**src/rtl/core/tclru_pkg.sv**
```systemverilog
// shared types and constants for the tile cache lru lookup
`default_nettype none
package tclru_pkg;

  localparam int unsigned COORD_W  = 11;
  localparam int unsigned SIZE_W   = 11;
  localparam int unsigned STAMP_W  = 32;
  localparam int unsigned FRAME_W  = 16;
  localparam int unsigned COUNT_W  = 6;
  localparam int unsigned CFG_IDX_W  = 2;
  localparam int unsigned CFG_DATA_W = 16;
  localparam int unsigned PIX_W    = 21;
  localparam int unsigned OFFSET_W = 32;
  localparam int unsigned SLOT_W   = 6;

  localparam logic [SIZE_W-1:0]  TILE_EDGE_RST    = 11'd1024;
  localparam logic [FRAME_W-1:0] FRAME_WIDTH_RST  = 16'd1024;
  localparam logic [FRAME_W-1:0] FRAME_HEIGHT_RST = 16'd1024;
  localparam logic [COUNT_W-1:0] SLOTS_IN_USE_RST = 6'd12;

  typedef enum logic [1:0] {
    STAT_HIT    = 2'd0,
    STAT_FILL   = 2'd1,
    STAT_BAD    = 2'd2,
    STAT_NOSLOT = 2'd3
  } status_e;

  typedef enum logic [CFG_IDX_W-1:0] {
    CFG_TILE_EDGE    = 2'd0,
    CFG_FRAME_WIDTH  = 2'd1,
    CFG_FRAME_HEIGHT = 2'd2,
    CFG_SLOTS_IN_USE = 2'd3
  } cfg_idx_e;

  typedef enum logic [1:0] {
    ST_IDLE,
    ST_SCAN,
    ST_DONE
  } state_e;

  typedef struct packed {
    logic               valid;
    logic [COORD_W-1:0] col;
    logic [COORD_W-1:0] row;
    logic [SIZE_W-1:0]  width;
    logic [SIZE_W-1:0]  height;
    logic [STAMP_W-1:0] stamp;
  } slot_t;

  typedef struct packed {
    logic  en;
    logic  stamp_only;
    slot_t data;
  } wr_t;

  typedef struct packed {
    logic              hit;
    logic [SIZE_W-1:0] hit_width;
    logic [SIZE_W-1:0] hit_height;
    logic              found;
  } scan_res_t;

endpackage
`default_nettype wire

```
**src/rtl/core/tclru_cell.sv**
```systemverilog
// one slot of the rotating tag ring
`default_nettype none
module tclru_cell #(
  parameter int unsigned IDX_W    = 6,
  parameter int unsigned CELL_IDX = 0
) (
  input  wire logic              clk_i,
  input  wire logic              rst_ni,
  input  wire logic              shift_i,
  input  wire tclru_pkg::slot_t  next_i,
  input  wire tclru_pkg::wr_t    wr_i,
  input  wire logic [IDX_W-1:0]  wr_idx_i,
  output tclru_pkg::slot_t       slot_o
);

  tclru_pkg::slot_t slot_q, slot_d;
  logic sel;

  assign sel = wr_i.en && (wr_idx_i == IDX_W'(CELL_IDX));

  always_comb begin
    slot_d = slot_q;
    if (sel) begin
      if (wr_i.stamp_only) begin
        slot_d.stamp = wr_i.data.stamp;
      end else begin
        slot_d = wr_i.data;
      end
    end else if (shift_i) begin
      slot_d = next_i;
    end
  end

  always_ff @(posedge clk_i or negedge rst_ni) begin
    if (!rst_ni) begin
      slot_q <= '0;
    end else begin
      slot_q <= slot_d;
    end
  end

  assign slot_o = slot_q;

endmodule
`default_nettype wire

```
**config.mk**
```make
export PLATFORM = sky130hd
export DESIGN_NAME = tclru_cell
export DESIGN_NICKNAME = d
export VERILOG_FILES = /design/src/rtl/core/tclru_pkg.sv /design/src/rtl/core/tclru_cell.sv
export SDC_FILE = /design/constraint.sdc
export NUM_CORES = 1
export LEC_CHECK = 0
export BUFFER_PORTS_ARGS = -buffer_cell sky130_fd_sc_hd__buf_2
export CAP_MARGIN = 10
export CORE_AREA = 2 2 72 143
export CTS_CLUSTER_SIZE = 40
export DETAILED_ROUTE_END_ITERATION = 10
export DIE_AREA = 0 0 74 145
export PLACE_DENSITY = 0.77
export SLEW_MARGIN = 20
export SYNTH_ARGS = -nofsm -noshare
export SYNTH_HDL_FRONTEND = slang
export SYNTH_SLANG_ARGS = --single-unit
```
**constraint.sdc**
```tcl
create_clock -name clk_i -period 1.1 [get_ports clk_i]
set_input_delay 0.055 -clock clk_i [delete_from_list [all_inputs] [get_ports clk_i]]
set_output_delay 0.055 -clock clk_i [all_outputs]
set_load 0.02 [all_outputs]
```
# After elaboration in Yosys (flattened, before gate mapping)
# Index checks and enable logic that the tools add are counted.
dict set report classes {
  eq_ne 1
  muxes 3
  reduce_logical 4
}
# cell n
set ops {}
lappend ops {{$mux 77} 2}
lappend ops {{$mux 45} 1}
lappend ops {{$logic_not 6->1} 1}
lappend ops {{$ne 2x2->1 const B} 1}
lappend ops {{$reduce_and 2->1} 1}
lappend ops {{$reduce_bool 2->1} 1}
lappend ops {{$logic_and 1x1->1} 1}
dict set report word_totals {
  ff_bits 77
  inputBits 165
  out_inout_bits 77
  wordCells 14
}

# Depth between registers and ports, before layout
dict set report logic_depth {
  depth_word 4
  ltp_mapped 5
  depth_no_buf 3
}

# Worst setup path before layout
# OpenSTA, ideal clock, no wires.
dict set report synth_timing {
  path_kind {in2reg}
  start {input shift_i}
  end {register slot_q, in the netlist slot_o[26]}
  setup_time_ns 0.125
  arrival_time_ns 0.958
  t_required_ns 0.975
  setup_slack_ns 0.017
  stages 4
  n_path_buf 2
  path_cell_list {buf_2 -> buf_2 -> mux2_2 -> mux2_2}
}
dict set report synth_via {
  elab_chain_len 1
}
# item line
set synth_lines {}
lappend synth_lines {{start: declaration} tclru_cell.sv:9} ;# input wire logic shift_i,
lappend synth_lines {{$reduce_bool 2->1 (no line)} n/a}
lappend synth_lines {{end signal: assignment} tclru_cell.sv:38} ;# slot_q <= slot_d;
lappend synth_lines {{end: declaration} tclru_cell.sv:16} ;# tclru_pkg::slot_t slot_q, slot_d;
# No other way between the ends.
# A chain may end at the register's enable or synchronous reset.

==> metrics.txt <==
Die Y 145 um; RSZ-0062 raised after global routing no; clock sinks 77; vias after detailed routing 3,530; cell family with most CP delay multiplexers; post-route cell area 6260 um^2; Worst EP required 1.32 ns; Starting Density 43.4%; setup tns final 0 ns; final hold vios 0; outcome finished clean; Post-synth top cells mux2i_1, dfrtp_1, mux2_2, buf_2, buf_6; First-pass DRT Iterations 4; Slew HR 72.2%; max reg flops 77; most common cell in the netlist mux2i_1; Final Setup Violations 0; Highest Clock Rate 949 MHz; Startpoint Class register; # DRC 0; ys flop type dfrtp_1; core area just under 10,000 um^2; CP Capture Type register; largest net degree at the start of global routing 78; first-pass GRT wire length between 15,000 and 20,000 um; Avg Inst Size Synth 13.9 um^2; area leader, netlist dfrtp_1; number of synthesized register bits 77; initial DRC count 78; Yosys warning count 0; sequential element share of the synthesized area 46.1%; number of global-route vias before repair 3,955; fillers 740; Die X between 70 and 80 um; ys async rst share 100%; Root Driver clkbuf_16; number of flops mapped to enable cells by yosys 0; Distinct cells, synth 9; crit path from slot_o[19]; largest cells by area after synthesis dfrtp_1, mux2i_1, mux2_2; Bufs and invs on worst path 0; Layout Nets 743; Layout area overhead 49.6%; detailed placement HPWL a little under 9000 um; total power 0.00846 W; Arr. time, crit path 1.27 ns; placed inst area 5610 um^2; synthesized instance count 301; RD Place Congestion between 0.7 and 0.8; TritonCTS clock tree done; Mapped Area 4180 um^2; WL final 11,800 um; Hold Crit Class in -> reg; Final Max Tran Viols 0; Fin Hold WS 0.0120 ns; layout cells sized above 1 57.6%; die area 10,700 um^2; Tcrit/Tclk final 95.8%; Setup Skew 0 ns; io pins 242; Reg clk slew, reported paths 0.06 ns; Synth top area share approximately 46%; worst-path fanout max 2; GRT Total Usage 22.7%; clk_lat worst skew 0.33 ns; Mapped Nets 466; reg-to-reg startpoint slot_o[19]; setup repair bufs after CTS 0; Slowest cell on crit path dfrtp_1; # rows 51; Pwr per Cell Area 1350 nW/um^2; CP Class reg -> reg; Max H-tree Level 3; total CTS buffers 9; CTS max path bufs 2; initial antenna violation count 0; drt via density 4.94; Port Buf Inserts 241; worst vdd ir 0.000899 V; CP most frequent cell mux2_2; Max Cap Viol 0; slew at the pin closest to its max-slew limit about 0.42 ns; number of diodes 0; Crit path largest cell delay approximately 0.4 ns; Leakage Power between 3 and 4 nW; min-delay src wr_i[70]; fin crit period 1.05 ns; crit path cell chain mux2_2, mux2_2; DR WL/cell 16.6 um; ANT nets after route 0; GRT overflow 0
## worst min-delay path, cell delays in order
cell and delay, ns:
buf_2 0.07, mux2i_1 0.05, mux2i_1 0.11
## cells in the final DEF (no fill, tap or decap), types with 2 or more instances in the layout
master,netlist,routed
buf_2,14,239
mux2i_1,135,135
dfrtp_1,77,77
mux2_2,64,64
dlygate4sd3_1,0,33
clkbuf_16,0,9
buf_4,1,8
buf_12,0,8
bufinv_16,0,2
## worst paths after layout
| check | slack (ns) | end | cells past startpoint |
|---|---|---|---|
| setup / recovery | 0.05 | slot_o[19] | 2 |
| hold / removal | 0.01 | slot_o[70] | 3 |
| setup reg to reg | 0.05 | slot_o[19] | 2 |
| hold reg to reg | 0.59 | slot_o[58] | 2 |
| max in group asynchronous | 0.48 | slot_o[76] | 3 |
| min in group asynchronous | 0.29 | slot_o[1] | 3 |
## metal layers
metal / vias up / track usage (%) / part of all wire, %
met1: 1703 / 22.8 / 35
met4: 0 / 10.4 / 3.0
met3: 28 / 4.51 / 5.2
met2: 141 / 42.3 / 57
li1: 1658 / - / -
met5: - / 0 / 0
## cell families (layout without fill, tap and decap cells)
kind of cell / Yosys count / in the layout / share of synthesized area (%)
AND/OR/NAND/NOR: 3 / 3 / 0.628
multiplexers: 199 / 199 / 49.6
flip-flops: 77 / 77 / 46.1
buffers and inverters: 22 / 303 / 3.74
## power by group
| group | leakage, nW | total [W] | switching, W | internal [W] |
|---|---|---|---|---|
| clock | 0.152 | 0.00313 | 0.00110 | 0.00203 |
| combinational | 2.46 | 0.00199 | 0.00101 | 0.000984 |
| sequential | 0.900 | 0.00334 | 0.000207 | 0.00314 |
| total | 3.51 | 0.00846 | 0.00231 | 0.00615 |
## layout make-up
type                    count  area (um^2)  share of cell area, %
clock buffers              11          243                   3.88
clock inverters             4         72.6                   1.16
multi-input cells         202         2100                   33.6
flip-flops and latches     77         1930                   30.8
well taps                 132          165                   2.64
repair buffers            288         1750                   27.9
## timing repair
item                      4_1_cts  5_1_grt
hold buffers                   33        0
resized for setup               0        0
hold endpoints to repair      109        0
## stage by stage
| stage | utilization, % | worst slack (ns) | std cells |
|---|---|---|---|
| 6_report | 64.9 | 0.0458 | 714 |
| 5_1_grt | 64.9 | 0.0246 | 714 |
| 4_1_cts | 64.9 | 0.0437 | 714 |
| 3_5_place_dp | 58.2 | -0.180 | 666 |
| 3_3_place_gp | 58.2 | -0.156 | 666 |
| 2_1_floorplan | - | 0.0172 | 301 |
(Power assumes the default switching activity.)
