==> src/rtl/core/tclru_pkg.sv <==
// shared types and constants for the tile cache lru lookup
`default_nettype none
package tclru_pkg;

  localparam int unsigned COORD_W  = 11;
  localparam int unsigned SIZE_W   = 11;
  localparam int unsigned STAMP_W  = 32;
  localparam int unsigned FRAME_W  = 16;
  localparam int unsigned COUNT_W  = 6;
  localparam int unsigned CFG_IDX_W  = 2;
  localparam int unsigned CFG_DATA_W = 16;
  localparam int unsigned PIX_W    = 21;
  localparam int unsigned OFFSET_W = 32;
  localparam int unsigned SLOT_W   = 6;

  localparam logic [SIZE_W-1:0]  TILE_EDGE_RST    = 11'd1024;
  localparam logic [FRAME_W-1:0] FRAME_WIDTH_RST  = 16'd1024;
  localparam logic [FRAME_W-1:0] FRAME_HEIGHT_RST = 16'd1024;
  localparam logic [COUNT_W-1:0] SLOTS_IN_USE_RST = 6'd12;

  typedef enum logic [1:0] {
    STAT_HIT    = 2'd0,
    STAT_FILL   = 2'd1,
    STAT_BAD    = 2'd2,
    STAT_NOSLOT = 2'd3
  } status_e;

  typedef enum logic [CFG_IDX_W-1:0] {
    CFG_TILE_EDGE    = 2'd0,
    CFG_FRAME_WIDTH  = 2'd1,
    CFG_FRAME_HEIGHT = 2'd2,
    CFG_SLOTS_IN_USE = 2'd3
  } cfg_idx_e;

  typedef enum logic [1:0] {
    ST_IDLE,
    ST_SCAN,
    ST_DONE
  } state_e;

  typedef struct packed {
    logic               valid;
    logic [COORD_W-1:0] col;
    logic [COORD_W-1:0] row;
    logic [SIZE_W-1:0]  width;
    logic [SIZE_W-1:0]  height;
    logic [STAMP_W-1:0] stamp;
  } slot_t;

  typedef struct packed {
    logic  en;
    logic  stamp_only;
    slot_t data;
  } wr_t;

  typedef struct packed {
    logic              hit;
    logic [SIZE_W-1:0] hit_width;
    logic [SIZE_W-1:0] hit_height;
    logic              found;
  } scan_res_t;

endpackage
`default_nettype wire

==> src/rtl/core/tclru_scan.sv <==
// head-of-ring tag compare and lru victim tracker
`default_nettype none
module tclru_scan #(
  parameter int unsigned IDX_W = 6
) (
  input  wire logic                          clk_i,
  input  wire logic                          rst_ni,
  input  wire logic                          init_i,
  input  wire logic                          step_i,
  input  wire logic [IDX_W-1:0]              idx_i,
  input  wire tclru_pkg::slot_t              head_i,
  input  wire logic [tclru_pkg::COORD_W-1:0] col_i,
  input  wire logic [tclru_pkg::COORD_W-1:0] row_i,
  output tclru_pkg::scan_res_t               res_o,
  output logic [IDX_W-1:0]                   hit_idx_o,
  output logic [IDX_W-1:0]                   vic_idx_o
);

  tclru_pkg::scan_res_t res_q, res_d;
  logic                            stop_q, stop_d;
  logic [IDX_W-1:0]                hit_idx_q, hit_idx_d;
  logic [IDX_W-1:0]                vic_idx_q, vic_idx_d;
  logic [tclru_pkg::STAMP_W-1:0]   vic_stamp_q, vic_stamp_d;
  logic                            match;

  assign match = head_i.valid && (head_i.col == col_i) && (head_i.row == row_i);

  always_comb begin
    res_d       = res_q;
    stop_d      = stop_q;
    hit_idx_d   = hit_idx_q;
    vic_idx_d   = vic_idx_q;
    vic_stamp_d = vic_stamp_q;
    if (init_i) begin
      res_d  = '0;
      stop_d = 1'b0;
    end else if (step_i) begin
      if (!res_q.hit && match) begin
        res_d.hit        = 1'b1;
        res_d.hit_width  = head_i.width;
        res_d.hit_height = head_i.height;
        hit_idx_d        = idx_i;
      end
      if (!stop_q) begin
        if (!head_i.valid) begin
          vic_idx_d   = idx_i;
          res_d.found = 1'b1;
          stop_d      = 1'b1;
        end else if (!res_q.found || (head_i.stamp < vic_stamp_q)) begin
          vic_idx_d   = idx_i;
          vic_stamp_d = head_i.stamp;
          res_d.found = 1'b1;
        end
      end
    end
  end

  always_ff @(posedge clk_i or negedge rst_ni) begin
    if (!rst_ni) begin
      res_q  <= '0;
      stop_q <= 1'b0;
    end else begin
      res_q  <= res_d;
      stop_q <= stop_d;
    end
  end

  always_ff @(posedge clk_i) begin
    hit_idx_q   <= hit_idx_d;
    vic_idx_q   <= vic_idx_d;
    vic_stamp_q <= vic_stamp_d;
  end

  assign res_o     = res_q;
  assign hit_idx_o = hit_idx_q;
  assign vic_idx_o = vic_idx_q;

endmodule
`default_nettype wire
==> config.mk <==
export PLATFORM = sky130hd
export DESIGN_NAME = tclru_scan
export DESIGN_NICKNAME = d
export VERILOG_FILES = /design/src/rtl/core/tclru_pkg.sv /design/src/rtl/core/tclru_scan.sv
export SDC_FILE = /design/constraint.sdc
export NUM_CORES = 1
export LEC_CHECK = 0
export ABC_AREA = 1
export BUFFER_PORTS_ARGS = -buffer_cell sky130_fd_sc_hd__buf_4
export CAP_MARGIN = 20
export CORE_AREA = 2 2 86 88
export CTS_BUF_LIST = sky130_fd_sc_hd__clkbuf_4 sky130_fd_sc_hd__clkbuf_8 sky130_fd_sc_hd__clkbuf_16
export CTS_CLUSTER_DIAMETER = 200
export DETAILED_ROUTE_END_ITERATION = 10
export DIE_AREA = 0 0 88 90
export PLACE_DENSITY = 0.83
export SYNTH_ARGS = -nofsm -noshare
export SYNTH_HDL_FRONTEND = slang
export SYNTH_SLANG_ARGS = --single-unit
export TNS_END_PERCENT = 1
==> constraint.sdc <==
create_clock -name clk_i -period 9.9 [get_ports clk_i]
set_input_delay 0.99 -clock clk_i [delete_from_list [all_inputs] [get_ports clk_i]]
set_output_delay 0.99 -clock clk_i [all_outputs]
set_load 0.02 [all_outputs]
# After elaboration in Yosys (flattened, before gate mapping)
# Cells that the tools add are included.
dict set report op_classes {
  order_cmp 1
  eq_ne 5
  n_mux 12
  n_bitwise 2
  n_reduce_logical 13
}
# operator count
set ops {}
lappend ops {{$mux 24} 2}
lappend ops {{$lt 32x32->1} 1}
lappend ops {{$mux 23} 1}
lappend ops {{$eq 11x11->1} 2}
lappend ops {{$mux 6} 2}
lappend ops {{$mux 1} 7}
lappend ops {{$reduce_and 3->1} 2}
lappend ops {{$reduce_and 5->1} 1}
lappend ops {{$reduce_and 4->1} 1}
lappend ops {{$reduce_bool 2->1} 2}
lappend ops {{$logic_and 1x1->1} 3}
lappend ops {{$ne 3x2->1 const B} 1}
lappend ops {{$logic_not 1->1} 2}
lappend ops {{$ne 2x1->1 const B} 1}
lappend ops {{$ne 2x2->1 const B} 1}
lappend ops {{$not 1->1} 2}
lappend ops {{$reduce_and 2->1} 1}
lappend ops {{$logic_or 1x1->1} 1}
dict set report totals {
  ff_bits 69
  inputBits 109
  word_cells 41
}

# Logic depth before layout (Yosys ltp)
dict set report logic_depth {
  word_depth 7
  ltp_mapped 15
  depth_no_buf 15
}

# Worst setup path before layout
# No wires, ideal clock.
dict set report synth_timing {
  path_type {input to register}
  start {in head_i[5] (netlist name)}
  end {reg vic_stamp_q[0] (netlist name), enable pin}
  arrival_time_ns 3.402
  slack_ns 6.066
  stages 10
  path_cell_list {ha_1 -> a21oi_1 -> nor2_1 -> nor3_1 -> nand2_1 -> nand2_1 -> nand2_1 -> nand2_1 -> nand2_1 -> a21oi_1}
}
dict set report synth_between {
  elab_chain_cells 3
}
# element line
set synth_lines {}
lappend synth_lines {{start: declaration} tclru_scan.sv:11} ;# input wire tclru_pkg::slot_t head_i,
lappend synth_lines {{$lt 32x32->1} tclru_scan.sv:49} ;# end else if (!res_q.found || (head_i.stamp < vic_stamp_q)) begin
lappend synth_lines {{$logic_or 1x1->1} tclru_scan.sv:49}
lappend synth_lines {{$reduce_and 5->1 (no line)} n/a}
lappend synth_lines {{end signal: assignment} tclru_scan.sv:71} ;# vic_stamp_q <= vic_stamp_d;
lappend synth_lines {{end: declaration} tclru_scan.sv:23} ;# logic [tclru_pkg::STAMP_W-1:0] vic_stamp_q, vic_stamp_d;
# Every way passes these cells.
# A chain may end at the register's enable or synchronous reset.

# Worst setup path in the final report
dict set report layout_timing {
  start {in head_i[15] (netlist name)}
  end {reg vic_stamp_q[15] (netlist name), enable pin}
}
# The elaborated chain is that of the path after synthesis.

==> metrics.log <==
[metrics] Synth Area per Inst: 10.0 um^2
[metrics] # Max-Cap Violations: 0
[metrics] maximum number of pins on one net before global-route repair: 33
[metrics] crit path time final: 2.93 ns
[metrics] fraction of synthesized cell area taken by the top area cell type: 37.6%
[metrics] relative slew slack: 34.4%
[metrics] area used by multi-input combinational logic: 0.00132 mm^2
[metrics] layout-stage area growth over the synthesis result: 39.2%
[metrics] highest fanout seen on the critical path: 32
[metrics] final estimated routing congestion in global placement: 0.814
[metrics] post-DR wirelength/cell: 13.4 um
[metrics] async set or reset register ratio after synthesis: 36.2%
[metrics] minimum setup slack in the final design: 6.97 ns
[metrics] leading cell types by total area after synthesis: sky130_fd_sc_hd__edfxtp_1, sky130_fd_sc_hd__dfrtp_1, sky130_fd_sc_hd__ha_1
[metrics] Final Instance Area: 0.00489 mm^2
[metrics] FF/Latch Area: 0.00195 mm^2
[metrics] netlist area before placement: 0.00352 mm^2
[metrics] status: finished, final reports clean
[metrics] proportion of layout cells with a drive suffix above 1: 35.1%
[metrics] Crit. End Element: flip-flop
[metrics] gate family responsible for the most delay along the worst path: compound AO/OA/AOI/OAI gates
[metrics] Setup crit start kind: primary input
[metrics] gate count after technology mapping: 350
[metrics] timing-limited maximum frequency: 342 MHz
[metrics] antenna violations before repair: 0
[metrics] static power due to leakage: 0.00255 uW
[metrics] effective utilization at floorplan: 50.1%
[metrics] Max IR drop VDD: 0.0833 mV
[metrics] number of hold-slack violations in the final timing report: 0
[metrics] IO Count: 145
[metrics] CTS root buf: sky130_fd_sc_hd__clkbuf_8
[metrics] flip-flop and latch count after synthesis: 69
[metrics] Std-Cell Core Area: 0.00702 mm^2
[metrics] RSZ-0062 raised after global routing: no
[metrics] number of nets in the synthesized netlist: 490
[metrics] antenna diode count: 0
[metrics] Worst Tran Pin Value: 0.982 ns
[metrics] number of hold buffers added after CTS: 0
[metrics] filler instances: 520
[metrics] DIE AREA: 0.00792 mm^2
[metrics] via-per-instance ratio: 4.74
[metrics] Placed Area: 0.00469 mm^2
[metrics] pins over their slew limit: 0
[metrics] via count: 2,856
[metrics] Clock Pin Slew Worst Setup and Hold Paths: 0.08 ns
[metrics] total congestion overflow after global routing: 0
[metrics] placed wire-length estimate after detailed placement: 6390 um
[metrics] Req. time, crit path: 9.86 ns
[metrics] vias in the first global route: 3,043
[metrics] CP max-delay cell: sky130_fd_sc_hd__a21oi_4
[metrics] WP data arrival: 2.89 ns
[metrics] clock sink count: 69
[metrics] most frequent cell on the critical path: sky130_fd_sc_hd__nand2_1
[metrics] number of distinct standard cells referenced by the synthesized netlist: 26
[metrics] Placement Rows: 31
[metrics] Slowest Stage Delay on Critical Path: 0.79 ns
[metrics] aggregate negative setup slack: 0 ns
[metrics] commonest non-fill, non-tap cell in the layout: sky130_fd_sc_hd__buf_4
[metrics] critical path, cell by cell: buf_4, ha_1, nand2_1, inv_1, nand3_1, inv_1, a21oi_1, nand2_1, nand2_1, nand2_1, a21oi_4
[metrics] violation count after the first detailed-routing iteration: 82
[metrics] total wirelength of the detailed-routed design: 8100 um
[metrics] buffers inserted by post-CTS timing repair: 0
[metrics] width of the die: 88 um
[metrics] drt pass-1 iters: 4
[metrics] total CTS buffers: 9
[metrics] final antenna-violating net count: 0
[metrics] power per standard cell area: 129 mW/mm^2
[metrics] clock latency at the later pin of the worst-skew pair: 0.35 ns
[metrics] number of buffer and inverter stages on the critical path: 3
[metrics] top library cells by usage in the layout, fill and taps aside: sky130_fd_sc_hd__buf_4, sky130_fd_sc_hd__nand2_1, sky130_fd_sc_hd__inv_1
[metrics] die extent in y: 90 um
[metrics] number of resized instances in the post-cts repair step: 0
[metrics] most frequently used flop master after synthesis: sky130_fd_sc_hd__edfxtp_1
[metrics] final clock period utilization by the worst path: 29.6%
[metrics] worst-case register-to-register setup slack: 7.38 ns
[metrics] Worst Skew: 0.0108 ns
[metrics] maximum buffer depth of the clock tree: 2
[metrics] Yosys top cell by area: sky130_fd_sc_hd__edfxtp_1
[metrics] number of I/O port buffers: 144
[metrics] total number of nets in the final design: 639
[metrics] number of flops mapped to enable cells by yosys: 44
[metrics] wire length of the first global-routing pass: 13,000 um
[metrics] Final setup viols: 0
[metrics] class of the tightest hold or removal check: reg -> reg
[metrics] maximum level of the CTS H-tree: 3
[metrics] Setup Slack @ Placement: 6.60 ns
[metrics] sequential element share of the synthesized area: 55.4%
[metrics] worst hold slack across all endpoints: 0.501 ns
[metrics] type of the setup path with the least slack: in -> reg
[metrics] Warnings, synthesis: 0
[metrics] GR Util All Layers: 21.1%
[metrics] TritonCTS clock tree: done
[metrics] number of remaining DRC errors: 0
## sequential cells by signal (all words and copies together), names as in the netlist
| register | flops |
|---|---|
| vic_stamp_q | 32 |
| res_o | 24 |
| hit_idx_o | 6 |
| vic_idx_o | 6 |
| stop_q | 1 |
## metal layers
layer	global-route usage [%]	up-vias	share of wire (%)
met5	0	-	0
met4	5.38	0	1.0
met3	7.53	7	8.0
met2	38.4	104	52
met1	22.8	1293	39
li1	-	1452	-
## final cells by class
class	count	share of cell area [%]
clock buffers	9	2.53
multi-input cells	218	27.0
clock inverters	7	1.69
flip-flops and latches	69	39.8
repair buffers	144	22.1
inverters	57	4.37
well taps	99	2.53
## stage by stage
| stage | instances | util (%) | total power [uW] |
|---|---|---|---|
| floorplan | 350 | - | 353 |
| global placement | 587 | 66.8 | 400 |
| detailed placement | 587 | 66.8 | 404 |
| CTS | 603 | 69.7 | 639 |
| global route | 603 | 69.7 | 659 |
| finish | 603 | 69.7 | 633 |
## cell usage after synthesis, drive strengths merged, types with 2 or more instances
library cell / count
a21oi: 18
o21a: 2
o22ai: 3
ha: 31
clkbuf: 2
inv: 57
nand4: 5
buf: 4
nand2: 89
xnor2: 10
nor2: 18
edfxtp: 44
nand3: 27
dfrtp: 25
o21ai: 7
or2: 3
nor3: 3
## worst paths after layout
path | from | to | depth (start not counted)
min reg2reg | stop_q | res_o[0] | 1
min in group asynchronous | rst_ni | res_o[5] | 1
min | stop_q | res_o[0] | 1
max | head_i[15] | vic_stamp_q[15] | 11
max reg2reg | vic_stamp_q[15] | vic_stamp_q[15] | 11
max in group asynchronous | rst_ni | res_o[23] | 1
## logic make-up after synthesis
kind of cell | after synthesis | share of synthesized area (%)
DFF | 69 | 55.4
buffers and inverters | 63 | 7.33
xor gates and xnor gates | 10 | 2.49
adders and majority gates | 31 | 11.0
AOI/OAI and AO/OA | 32 | 4.98
and+or+nand+nor | 145 | 18.8
## worst reg2reg max path: cells and delay by family (launching register included)
family / cells / cell delay [ns]
adders and majority gates: 1 / 0.24
AOI/OAI and AO/OA: 2 / 0.96
and+or+nand+nor: 5 / 0.42
DFF: 1 / 0.37
buffers and inverters: 3 / 0.16
## power breakdown
group	internal (uW)	switching, uW	total (uW)	leakage, uW
Combinational	44.1	37.1	81.2	0.00169
Sequential	314	2.04	316	0.000749
Clock	120	115	236	0.000106
Power figures use the tool's default switching activity.
